**config.mk**
```make
export PLATFORM = sky130hd
export DESIGN_NAME = epk_table
export DESIGN_NICKNAME = d
export VERILOG_FILES = /design/src/sv/epk_pkg.sv /design/src/sv/epk_table.sv
export SDC_FILE = /design/constraint.sdc
export NUM_CORES = 2
export LEC_CHECK = 0
export BUFFER_PORTS_ARGS = -buffer_cell sky130_fd_sc_hd__buf_2
export CORE_AREA = 10 10 587 589
export CTS_CLUSTER_DIAMETER = 80
export DETAILED_ROUTE_END_ITERATION = 10
export DIE_AREA = 0 0 597 599
export GPL_TIMING_DRIVEN = 0
export HOLD_SLACK_MARGIN = 0.08
export SLEW_MARGIN = 5
export SYNTH_ARGS = -nofsm -noshare
export SYNTH_HDL_FRONTEND = slang
export SYNTH_SLANG_ARGS = --single-unit
```
**constraint.sdc**
```tcl
create_clock -name clk -period 6.2 [get_ports clk]
set_input_delay 0.31 -clock clk [delete_from_list [all_inputs] [get_ports clk]]
set_output_delay 0.31 -clock clk [all_outputs]
set_load 0.1 [all_outputs]
```
**src/sv/epk_pkg.sv**
```systemverilog
// Shared types and constants of the ellipse outline pick block.
package epk_pkg;

  localparam int DW = 64;

  localparam logic signed [13:0] COORD_MIN = -14'sd8192;
  localparam logic signed [13:0] COORD_MAX = 14'sd8191;

  localparam logic CFG_ENTRY_COUNT = 1'b0;
  localparam logic CFG_PICK_TOL    = 1'b1;

  localparam logic KIND_WRITE = 1'b0;
  localparam logic KIND_QUERY = 1'b1;

  typedef enum logic {
    OP_SQRT = 1'b0,
    OP_DIV  = 1'b1
  } iter_op_t;

  typedef struct packed {
    logic     start;
    iter_op_t op;
  } iter_req_t;

  typedef struct packed {
    logic signed [13:0] cx;
    logic signed [13:0] cy;
    logic [12:0]        rx;
    logic [12:0]        ry;
  } entry_t;

endpackage

```
**src/sv/epk_table.sv**
```systemverilog
// Ellipse table memory: one write port and one registered read port.
module epk_table
  import epk_pkg::*;
#(
  parameter int ENTRIES = 64,
  parameter int IW      = 6
) (
  input  logic          clk,
  input  logic          we,
  input  logic [IW-1:0] waddr,
  input  entry_t        wdata,
  input  logic          re,
  input  logic [IW-1:0] raddr,
  output entry_t        rdata
);

  entry_t mem [ENTRIES];
  entry_t rdata_r;

  always_ff @(posedge clk) begin
    if (we) begin
      mem[waddr] <= wdata;
    end
    if (re) begin
      rdata_r <= mem[raddr];
    end
  end

  assign rdata = rdata_r;

endmodule

```
==> flow_summary_export.csv <==
group,metric,value,unit
global_routing,track_usage,23.5,%
floorplan,fp.dieArea,358000,sq um
outcome,status,"finished clean",
route,vias_per_cell,6.20,
synthesis,syn_area,133000,sq um
timing,fin_crit,4190,ps
placed_design,hpwl,284000,microns
cts,cts_made_buffers,356,
layout,fin_util,46.8,%
timing,tightest_slew,1430,ps
route,dr.pass1.iters,6,
worst_setup_path,r2r_cells,5,
timing,maxSlewHeadroom,4.80,%
layout,final_cells,10892,
timing,slew_viol_final,0,
worst_setup_path,timing.rr.start,"mem[39][0]",
pwr,p_per_area,323,nW/um^2
floorplan,fp.dieW,597,microns
synthesis,netlist_instances,5494,
timing,hold_viol,0,
cts,postCtsSetupRepairBufs,0,
synthesis,synth.net_count,5563,
timing,fin_crit_sh,67.5,%
route,drc,0,
synthesis,ys.flop_type,"edfxtp_1",
route,vias,67478,
layout,final_common_cell,"edfxtp_1",
cts,clk_latency,910,ps
cts,hold_buffers,1,
worst_setup_path,critPathMaxFanout,10,
timing,skew,61.3,ps
worst_setup_path,end_kind,"register",
synthesis,ys_seq_area_share,79.4,%
floorplan,initial_utilization,39.9,%
synthesis,synth.avg_cell_area,24.2,sq um
route,drt_iter0_markers,11656,
worst_setup_path,crit_arrival,4790,ps
timing,setup_slack,2010,ps
global_routing,grt_pass1_vias,66101,
placed_design,placed_cells,10242,
worst_setup_path,crit_path_start_kind,"input port",
timing,rsz0062_at_grt,"false",
placed_design,portBuffers,114,
timing,setup_violations,0,
pwr,p_leak,0.0481,uW
hold_path,worst_hold_path.endpoint,"mem[25][18]",
pwr,peakVddDrop,0.280,mV
hold_path,hold_class,"input port to register",
synthesis,yosys_warnings,0,
cts,cts_buffer_depth,4,
floorplan,die_h,599,microns
synthesis,synth_seq_cells,3510,
placed_design,pre_cts_slack,1310,ps
floorplan,rows,212,
worst_setup_path,r2r_slack,3900,ps
timing,fmax,239,MHz
cts,cts-resized-gates,0,
placed_design,gp_congestion,0.794,
layout,syn_to_final_growth,17.3,%
synthesis,async_reset_ff_share,0,%
cts,clkTransAtPathRegs,60,ps
global_routing,antenna_found_initial,41,
global_routing,grt_start_max_net_pins,65,
route,wl_per_cell,39.4,microns
global_routing,grt_overflow_total,0,
layout,drive_above_1_share,32.1,%
layout,nNetsFinal,6284,
route,ant_nets,0,
pwr,power.total,50300,uW
synthesis,synth-edff-count,3510,
cts,cts_tree,"yes",
cts,cts_sinks,3510,
worst_setup_path,cp-startpoint,"raddr[1]",
floorplan,ios,123,
floorplan,fp.coreArea,333000,sq um
cts,cts_root_buf,"clkbuf_16",
hold_path,worstHoldStart,"wdata[18]",
hold_path,worstHoldPathCells,1,
worst_setup_path,worstPathRequired,6810,ps
route,wl,429000,microns
job,drv_cap,0,
worst_setup_path,r2r-end,"rdata[0]",
layout,mostFrequentLayoutCells,"edfxtp_1 (3510), mux4_2 (936), clkbuf_16 (361)",
cts,htreeDepth,5,
worst_setup_path,crit_type,"input port to register",
synthesis,ys_types,35,
global_routing,grt_pass1_wl,576000,microns
-- critical path, stage by stage --
cell and delay [ps]:
buf_2 250, buf_4 260, buf_2 510, buf_2 580
clkbuf_1 910, clkbuf_1 670, nand2_1 110, a31oi_1 410
a21oi_1 210, nor2_1 450
-- state kept, by name, summed over array words and instances, names as in the netlist --
register  cells
mem        3456
rdata        54
-- Yosys cell counts (all sizes together) (4+ instances only) --
cell type	number	area share [%]
or2	4	0.019
buf	193	0.91
edfxtp	3510	79
o221ai	53	0.35
clkbuf	114	0.32
or3b	5	0.033
nand2	56	0.16
o22ai	169	0.80
nand3	5	0.019
nor3	11	0.041
nand3b	5	0.028
a21oi	70	0.26
mux2	52	0.44
o221a	8	0.068
mux2i	49	0.37
o21ai	35	0.13
nand2b	9	0.042
nor2	166	0.47
nor2b	9	0.042
a31oi	22	0.10
mux4	936	16
-- per-layer routing --
layer	vias up	part of all wire, %	global-route usage, %
met5	-	0.0079	0
met4	6	4.7	9.54
met3	882	11	5.81
met2	4662	46	36.6
met1	36656	38	31.8
li1	25272	-	-
-- power breakdown --
group	total [uW]	internal [uW]	switching, uW
Combinational	2900	907	2000
Sequential	26400	26300	44.7
Clock	21000	11900	9060
Total	50300	39200	11100
-- layout make-up --
class | count | area, sq um
clock inverters | 194 | 1810
flip-flops and latches | 3510 | 105000
multi-input cells | 1676 | 26100
well taps | 4387 | 5490
clock buffers | 438 | 9320
inverters | 1 | 3.75
repair buffers | 363 | 5760
diodes | 16 | 40.0
fillers | 26926 | 177000
plain buffers | 307 | 1670
-- logic make-up (layout without fill, tap and decap cells) --
| group | count (synthesis) | count (layout) | synth area share, % |
|---|---|---|---|
| AO/OA/AOI/OAI | 362 | 362 | 1.74 |
| multiplexers | 1037 | 1037 | 16.7 |
| AND/OR/NAND/NOR | 277 | 277 | 0.888 |
| other | 0 | 16 | 0 |
| buffers and inverters | 308 | 1303 | 1.23 |
| flip-flops | 3510 | 3510 | 79.4 |
-- worst max path at each step --
stage	endpoint	depth (start not counted)	slack, ps
6_report	rdata[7]	10	2010
5_1_grt	rdata[41]	10	2170
4_1_cts	rdata[41]	10	2240
3_5_place_dp	rdata[41]	10	1310
3_3_place_gp	mem[48][19]	4	-6210
2_1_floorplan	mem[48][0]	4	1180
-- per-stage QoR --
| stage | area [sq um] | TNS, ps | hold slack [ps] |
|---|---|---|---|
| after global routing | 156000 | 0 | 177 |
| after floorplan | 133000 | 0 | 409 |
| after detailed placement | 144000 | 0 | 836 |
| after global placement | 139000 | -9364250 | 945 |
| final | 156000 | 0 | 143 |
| after CTS | 156000 | 0 | 88.9 |
Power figures use the tool's default switching activity.
