==> src/sv/epk_pkg.sv <==
// Shared types and constants of the ellipse outline pick block.
package epk_pkg;

  localparam int DW = 64;

  localparam logic signed [13:0] COORD_MIN = -14'sd8192;
  localparam logic signed [13:0] COORD_MAX = 14'sd8191;

  localparam logic CFG_ENTRY_COUNT = 1'b0;
  localparam logic CFG_PICK_TOL    = 1'b1;

  localparam logic KIND_WRITE = 1'b0;
  localparam logic KIND_QUERY = 1'b1;

  typedef enum logic {
    OP_SQRT = 1'b0,
    OP_DIV  = 1'b1
  } iter_op_t;

  typedef struct packed {
    logic     start;
    iter_op_t op;
  } iter_req_t;

  typedef struct packed {
    logic signed [13:0] cx;
    logic signed [13:0] cy;
    logic [12:0]        rx;
    logic [12:0]        ry;
  } entry_t;

endpackage

==> src/sv/epk_iter.sv <==
// Shared iterative unit: restoring floor square root and truncating division.
module epk_iter
  import epk_pkg::*;
(
  input  logic          clk,
  input  logic          rst_n,
  input  iter_req_t     req,
  input  logic [DW-1:0] opa,
  input  logic [DW-1:0] opb,
  output logic          done,
  output logic [DW-1:0] res
);

  logic          run_r, run_nxt;
  logic          done_r, done_nxt;
  iter_op_t      op_r, op_nxt;
  logic [6:0]    cnt_r, cnt_nxt;
  logic [DW+1:0] rem_r, rem_nxt;
  logic [DW-1:0] acc_r, acc_nxt;
  logic [DW-1:0] root_r, root_nxt;
  logic [DW-1:0] den_r, den_nxt;
  logic [DW+1:0] rem_sh;
  logic [DW+1:0] trial;
  logic          ge;

  // One compare and subtract is shared by both operations.
  always_comb begin
    if (op_r == OP_SQRT) begin
      rem_sh = {rem_r[DW-1:0], acc_r[DW-1:DW-2]};
      trial  = {root_r, 2'b01};
    end else begin
      rem_sh = {rem_r[DW:0], acc_r[DW-1]};
      trial  = {2'b00, den_r};
    end
    ge = rem_sh >= trial;
  end

  always_comb begin
    run_nxt  = run_r;
    done_nxt = 1'b0;
    op_nxt   = op_r;
    cnt_nxt  = cnt_r;
    rem_nxt  = rem_r;
    acc_nxt  = acc_r;
    root_nxt = root_r;
    den_nxt  = den_r;
    if (req.start) begin
      run_nxt  = 1'b1;
      op_nxt   = req.op;
      cnt_nxt  = (req.op == OP_SQRT) ? 7'(DW / 2) : 7'(DW);
      rem_nxt  = '0;
      acc_nxt  = opa;
      root_nxt = '0;
      den_nxt  = opb;
    end else if (run_r) begin
      rem_nxt  = ge ? rem_sh - trial : rem_sh;
      root_nxt = {root_r[DW-2:0], ge};
      acc_nxt  = (op_r == OP_SQRT) ? {acc_r[DW-3:0], 2'b00} : {acc_r[DW-2:0], 1'b0};
      cnt_nxt  = cnt_r - 7'd1;
      if (cnt_r == 7'd1) begin
        run_nxt  = 1'b0;
        done_nxt = 1'b1;
      end
    end
  end

  always_ff @(posedge clk) begin
    if (!rst_n) begin
      run_r  <= 1'b0;
      done_r <= 1'b0;
      op_r   <= OP_SQRT;
      cnt_r  <= '0;
    end else begin
      run_r  <= run_nxt;
      done_r <= done_nxt;
      op_r   <= op_nxt;
      cnt_r  <= cnt_nxt;
    end
    rem_r  <= rem_nxt;
    acc_r  <= acc_nxt;
    root_r <= root_nxt;
    den_r  <= den_nxt;
  end

  assign done = done_r;
  assign res  = root_r;

endmodule

==> config.mk <==
export PLATFORM = sky130hd
export DESIGN_NAME = epk_iter
export DESIGN_NICKNAME = d
export VERILOG_FILES = /design/src/sv/epk_pkg.sv /design/src/sv/epk_iter.sv
export SDC_FILE = /design/constraint.sdc
export NUM_CORES = 1
export LEC_CHECK = 0
export BUFFER_PORTS_ARGS = -buffer_cell sky130_fd_sc_hd__buf_4
export CAP_MARGIN = 5
export CELL_PAD_IN_SITES_DETAIL_PLACEMENT = 1
export CELL_PAD_IN_SITES_GLOBAL_PLACEMENT = 2
export CORE_MARGIN = 8
export CORE_UTILIZATION = 25
export DETAILED_ROUTE_END_ITERATION = 10
export PLACE_DENSITY = 0.65
export SYNTH_ARGS = -nofsm -noshare
export SYNTH_HDL_FRONTEND = slang
export SYNTH_SLANG_ARGS = --single-unit
export TNS_END_PERCENT = 20
==> constraint.sdc <==
create_clock -name clk -period 3.9 [get_ports clk]
set_input_delay 0.39 -clock clk [delete_from_list [all_inputs] [get_ports clk]]
set_output_delay 0.39 -clock clk [all_outputs]
set_load 0.03 [all_outputs]
==> impl_metrics.py <==
metrics = {
    "floorplan": {
        "fp-row-count": 93,
        "die_h_um": 270.2,
        "io_pins": 197,
        "initial_core_util_pct": 25.15,
        "core_um2": 64230,
        "die_area_um2": 73010,
        "die_w_um": 270.2,
    },
    "timing": {
        "slew_headroom_pct": 29.54,
        "skew_ns": 0.02608,
        "fmax_ghz": 0.2646,
        "finalSetupViolCount": 0,
        "min_period_ns": 3.779,
        "post-route-period-util_pct": 96.90,
        "layout_setup_ws_ns": 0.1209,
        "tightest_slew_ns": 1.057,
        "hold_viol": 0,
        "rsz0062_at_grt": "yes",
        "drv_slew": 0,
    },
    "status": {
        "status": "finished clean",
    },
    "layout": {
        "fill_cells": 7369,
        "seqCellArea_um2": 6634,
        "nets": 2249,
        "fin_area_um2": 21530,
        "drive_above_1_share_pct": 25.10,
        "num_antenna_cells": 0,
        "syn_to_final_growth_pct": 33.28,
        "multi_input_area_um2": 9176,
    },
    "critical_path": {
        "crit_chain": "buf_12, clkbuf_16, mux2_2, ha_1, a21o_1, a21o_1, a21oi_1, o32ai_1, buf_4, and2_1, a21oi_2, o211ai_1, a21oi_1, mux2_2, a221oi_1",
        "cp_slowest_cell": "dfxtp_4",
        "cp-start-kind": "register",
        "end_kind": "register",
        "arrival_ns": 4.24,
        "crit_type": "register to register",
        "r2r_cells": 15,
        "max_stage_delay_ns": 0.42,
        "worstPathMaxFanout": 7,
        "critPathRequiredTime_ns": 4.36,
    },
    "global_route": {
        "grt_max_degree": 127,
        "grt_pass1_wl_mm": 85.88,
        "antenna_found_initial": 0,
        "grt-ovfl-total": 0,
        "grt_use_total_pct": 14.26,
        "grt_pass1_vias": 15260,
    },
    "hold_path": {
        "holdPathStages": 2,
        "hold_path_class": "input pin to register",
    },
    "clock_network": {
        "htree_levels": 2,
        "cts_buffers": 36,
        "path_clk_slew_ns": 0.06,
        "clock_latency_ns": 0.57,
        "clockBufferDepth": 3,
        "cts.sinks": 267,
        "tritoncts": "yes",
        "clock-root-buffer": "clkbuf_16",
    },
    "yosys": {
        "yosysTopAreaCell": "edfxtp_1",
        "synth_common_cells": "223 x nand2_1, 195 x mux2i_1, 183 x nor2_1, 139 x dfxtp_1, 128 x edfxtp_1",
        "ys_types": 69,
        "syn_avg_cell_area_um2": 9.338,
        "async_flop_share_pct": 0,
        "synth_edf_count": 128,
        "synth-seq-cells": 267,
        "synth_flop_cell": "dfxtp_1",
        "netlist_top_cells_area": "edfxtp_1 24%, dfxtp_1 17%, mux2i_1 12%",
        "yosysTopAreaCellShare_pct": 23.79,
        "ys_warn_count": 0,
        "yosys.cell_count.top_type": "nand2_1",
        "synth_nets": 1931,
        "ys_seq_area_share_pct": 41.02,
        "syn_inst": 1730,
        "netlist_area_um2": 16160,
    },
    "placed_design": {
        "hpwl_mm": 39.75,
        "portBuffers": 196,
        "pre_cts_ws_ns": -0.04199,
        "dpl_cell_area_um2": 19330,
        "gp_congestion": 0.8090,
    },
    "power": {
        "p_seq_share_pct": 25.1,
        "leakage_nw": 8.686,
        "ir_worst_vdd_v": 0.0002924,
        "p_int_w": 0.008285,
        "combPwrFrac_pct": 51.4,
        "power_switching_w": 0.005559,
        "sw_frac_of_total_pct": 40.15,
        "clkPwrFrac_pct": 23.6,
        "p_per_area_nw_per_um2": 642.9,
    },
    "route": {
        "drt-initial-drc-count": 569,
        "drc": 0,
        "wl_per_cell_um": 18.34,
        "postRouteAntennaNets": 0,
        "firstDrtPassIters": 5,
        "dr_total_vias": 13870,
        "wirelength_mm": 53.75,
        "via_per_inst": 4.733,
    },
    "flow_run": {
        "cap_violations": 0,
    },
}
## cells by family (layout without fill, tap and decap cells)
logic type	count (synthesis)	in the layout	share of synthesized area, %
AO/OA/AOI/OAI	404	404	16.12
XOR/XNOR	56	56	3.036
adder cells (fa/ha/maj)	69	69	5.390
buffers and inverters	143	489	3.694
flip-flops	267	267	41.02
multiplexers	261	261	16.68
AND/OR/NAND/NOR	530	530	14.06
## power groups by stage
stage	sequential, W	combinational [W]	clock [W]
after CTS	0.00347	0.00693	0.00342
after detailed placement	0.00353	0.00675	0
after global routing	0.00351	0.00788	0.00352
final	0.00347	0.00711	0.00326
after global placement	0.00352	0.00671	0
after floorplan	0.00344	0.00431	0
## critical path, delay by kind of cell, from the launching register on
family / cells / cell delay, ns
compound gates: 8 / 1.56
mux: 2 / 0.71
buf+inv: 3 / 0.42
flops: 1 / 0.42
fa+ha+maj: 1 / 0.35
simple gates: 1 / 0.18
## cells in the final DEF, fill, tap and decap left out, drive strengths merged, types with 4 or more instances in the layout
master,synthesis,layout
ha,68,68
nor4,7,7
a21o,33,33
and3,9,9
a31oi,7,7
a311oi,43,43
o21a,6,6
o211ai,10,10
buf,42,332
nor2b,9,9
o221ai,4,4
xnor2,29,29
mux2,66,66
and2,10,10
clkbuf,76,49
dlygate4sd3,0,64
o21bai,16,16
xor2,27,27
nand4,25,25
edfxtp,128,128
nand3,26,26
a21oi,110,110
a21boi,8,8
nor2,184,184
a211oi,21,21
o21ai,122,122
nor3,11,11
nand2,223,223
nand2b,11,11
inv,25,26
or3,6,6
mux2i,195,195
dfxtp,139,139
clkinv,0,14
## state kept, by name, indices dropped and copies added, names as in the netlist
register,cells
run_r,1
op_r,1
acc_r,64
res,64
den_r,64
done,1
rem_r,65
cnt_r,7
## final cells by class
| class | instances | share of cell area [%] |
|---|---|---|
| Timing Repair Buffer | 398 | 15.72 |
| Inverter | 25 | 0.4358 |
| Tap cell | 855 | 4.968 |
| Sequential cell | 267 | 30.81 |
| Clock buffer | 47 | 4.707 |
| Multi-Input combinational cell | 1320 | 42.62 |
| Clock inverter | 19 | 0.7438 |
## metrics by stage
stage          TNS (ns)  utilization [%]  instances  hold WS [ns]  total power (W)
6_report              0            33.52       2931       0.09396          0.01384
5_1_grt         -0.4327            33.52       2931       0.08032          0.01491
4_1_cts               0            32.97       2922       0.05759          0.01382
3_5_place_dp   -0.04844            30.09       2792        0.4803          0.01028
3_3_place_gp   -0.01489            30.09       2792        0.4640          0.01024
2_1_floorplan         0                -       1730        0.4482         0.007745
## metal layers
metal / vias to the layer above / track usage, % / part of all wire [%]
li1: 6925 / - / -
met1: 6751 / 17.72 / 45
met2: 138 / 25.44 / 50
met3: 58 / 2.169 / 2.5
met4: 0 / 3.818 / 1.8
met5: - / 0 / 0
## repair_timing
action                                  in CTS  in global routing
hold endpoints to repair                    64                  0
hold buffers                                64                  0
endpoints found under the setup margin      25                 65
buffers inserted                             0                  7
cloned                                       0                  2
pin swaps                                    2                 12
resized for setup                            7                 60
## final timing paths
path              from  slack, ns   endpoint
max reg2reg       op_r       0.12  rem_r[61]
min              rst_n       0.09   cnt_r[6]
max               op_r       0.12  rem_r[61]
min reg2reg  rem_r[32]       0.49  rem_r[32]
(Power assumes the default switching activity.)
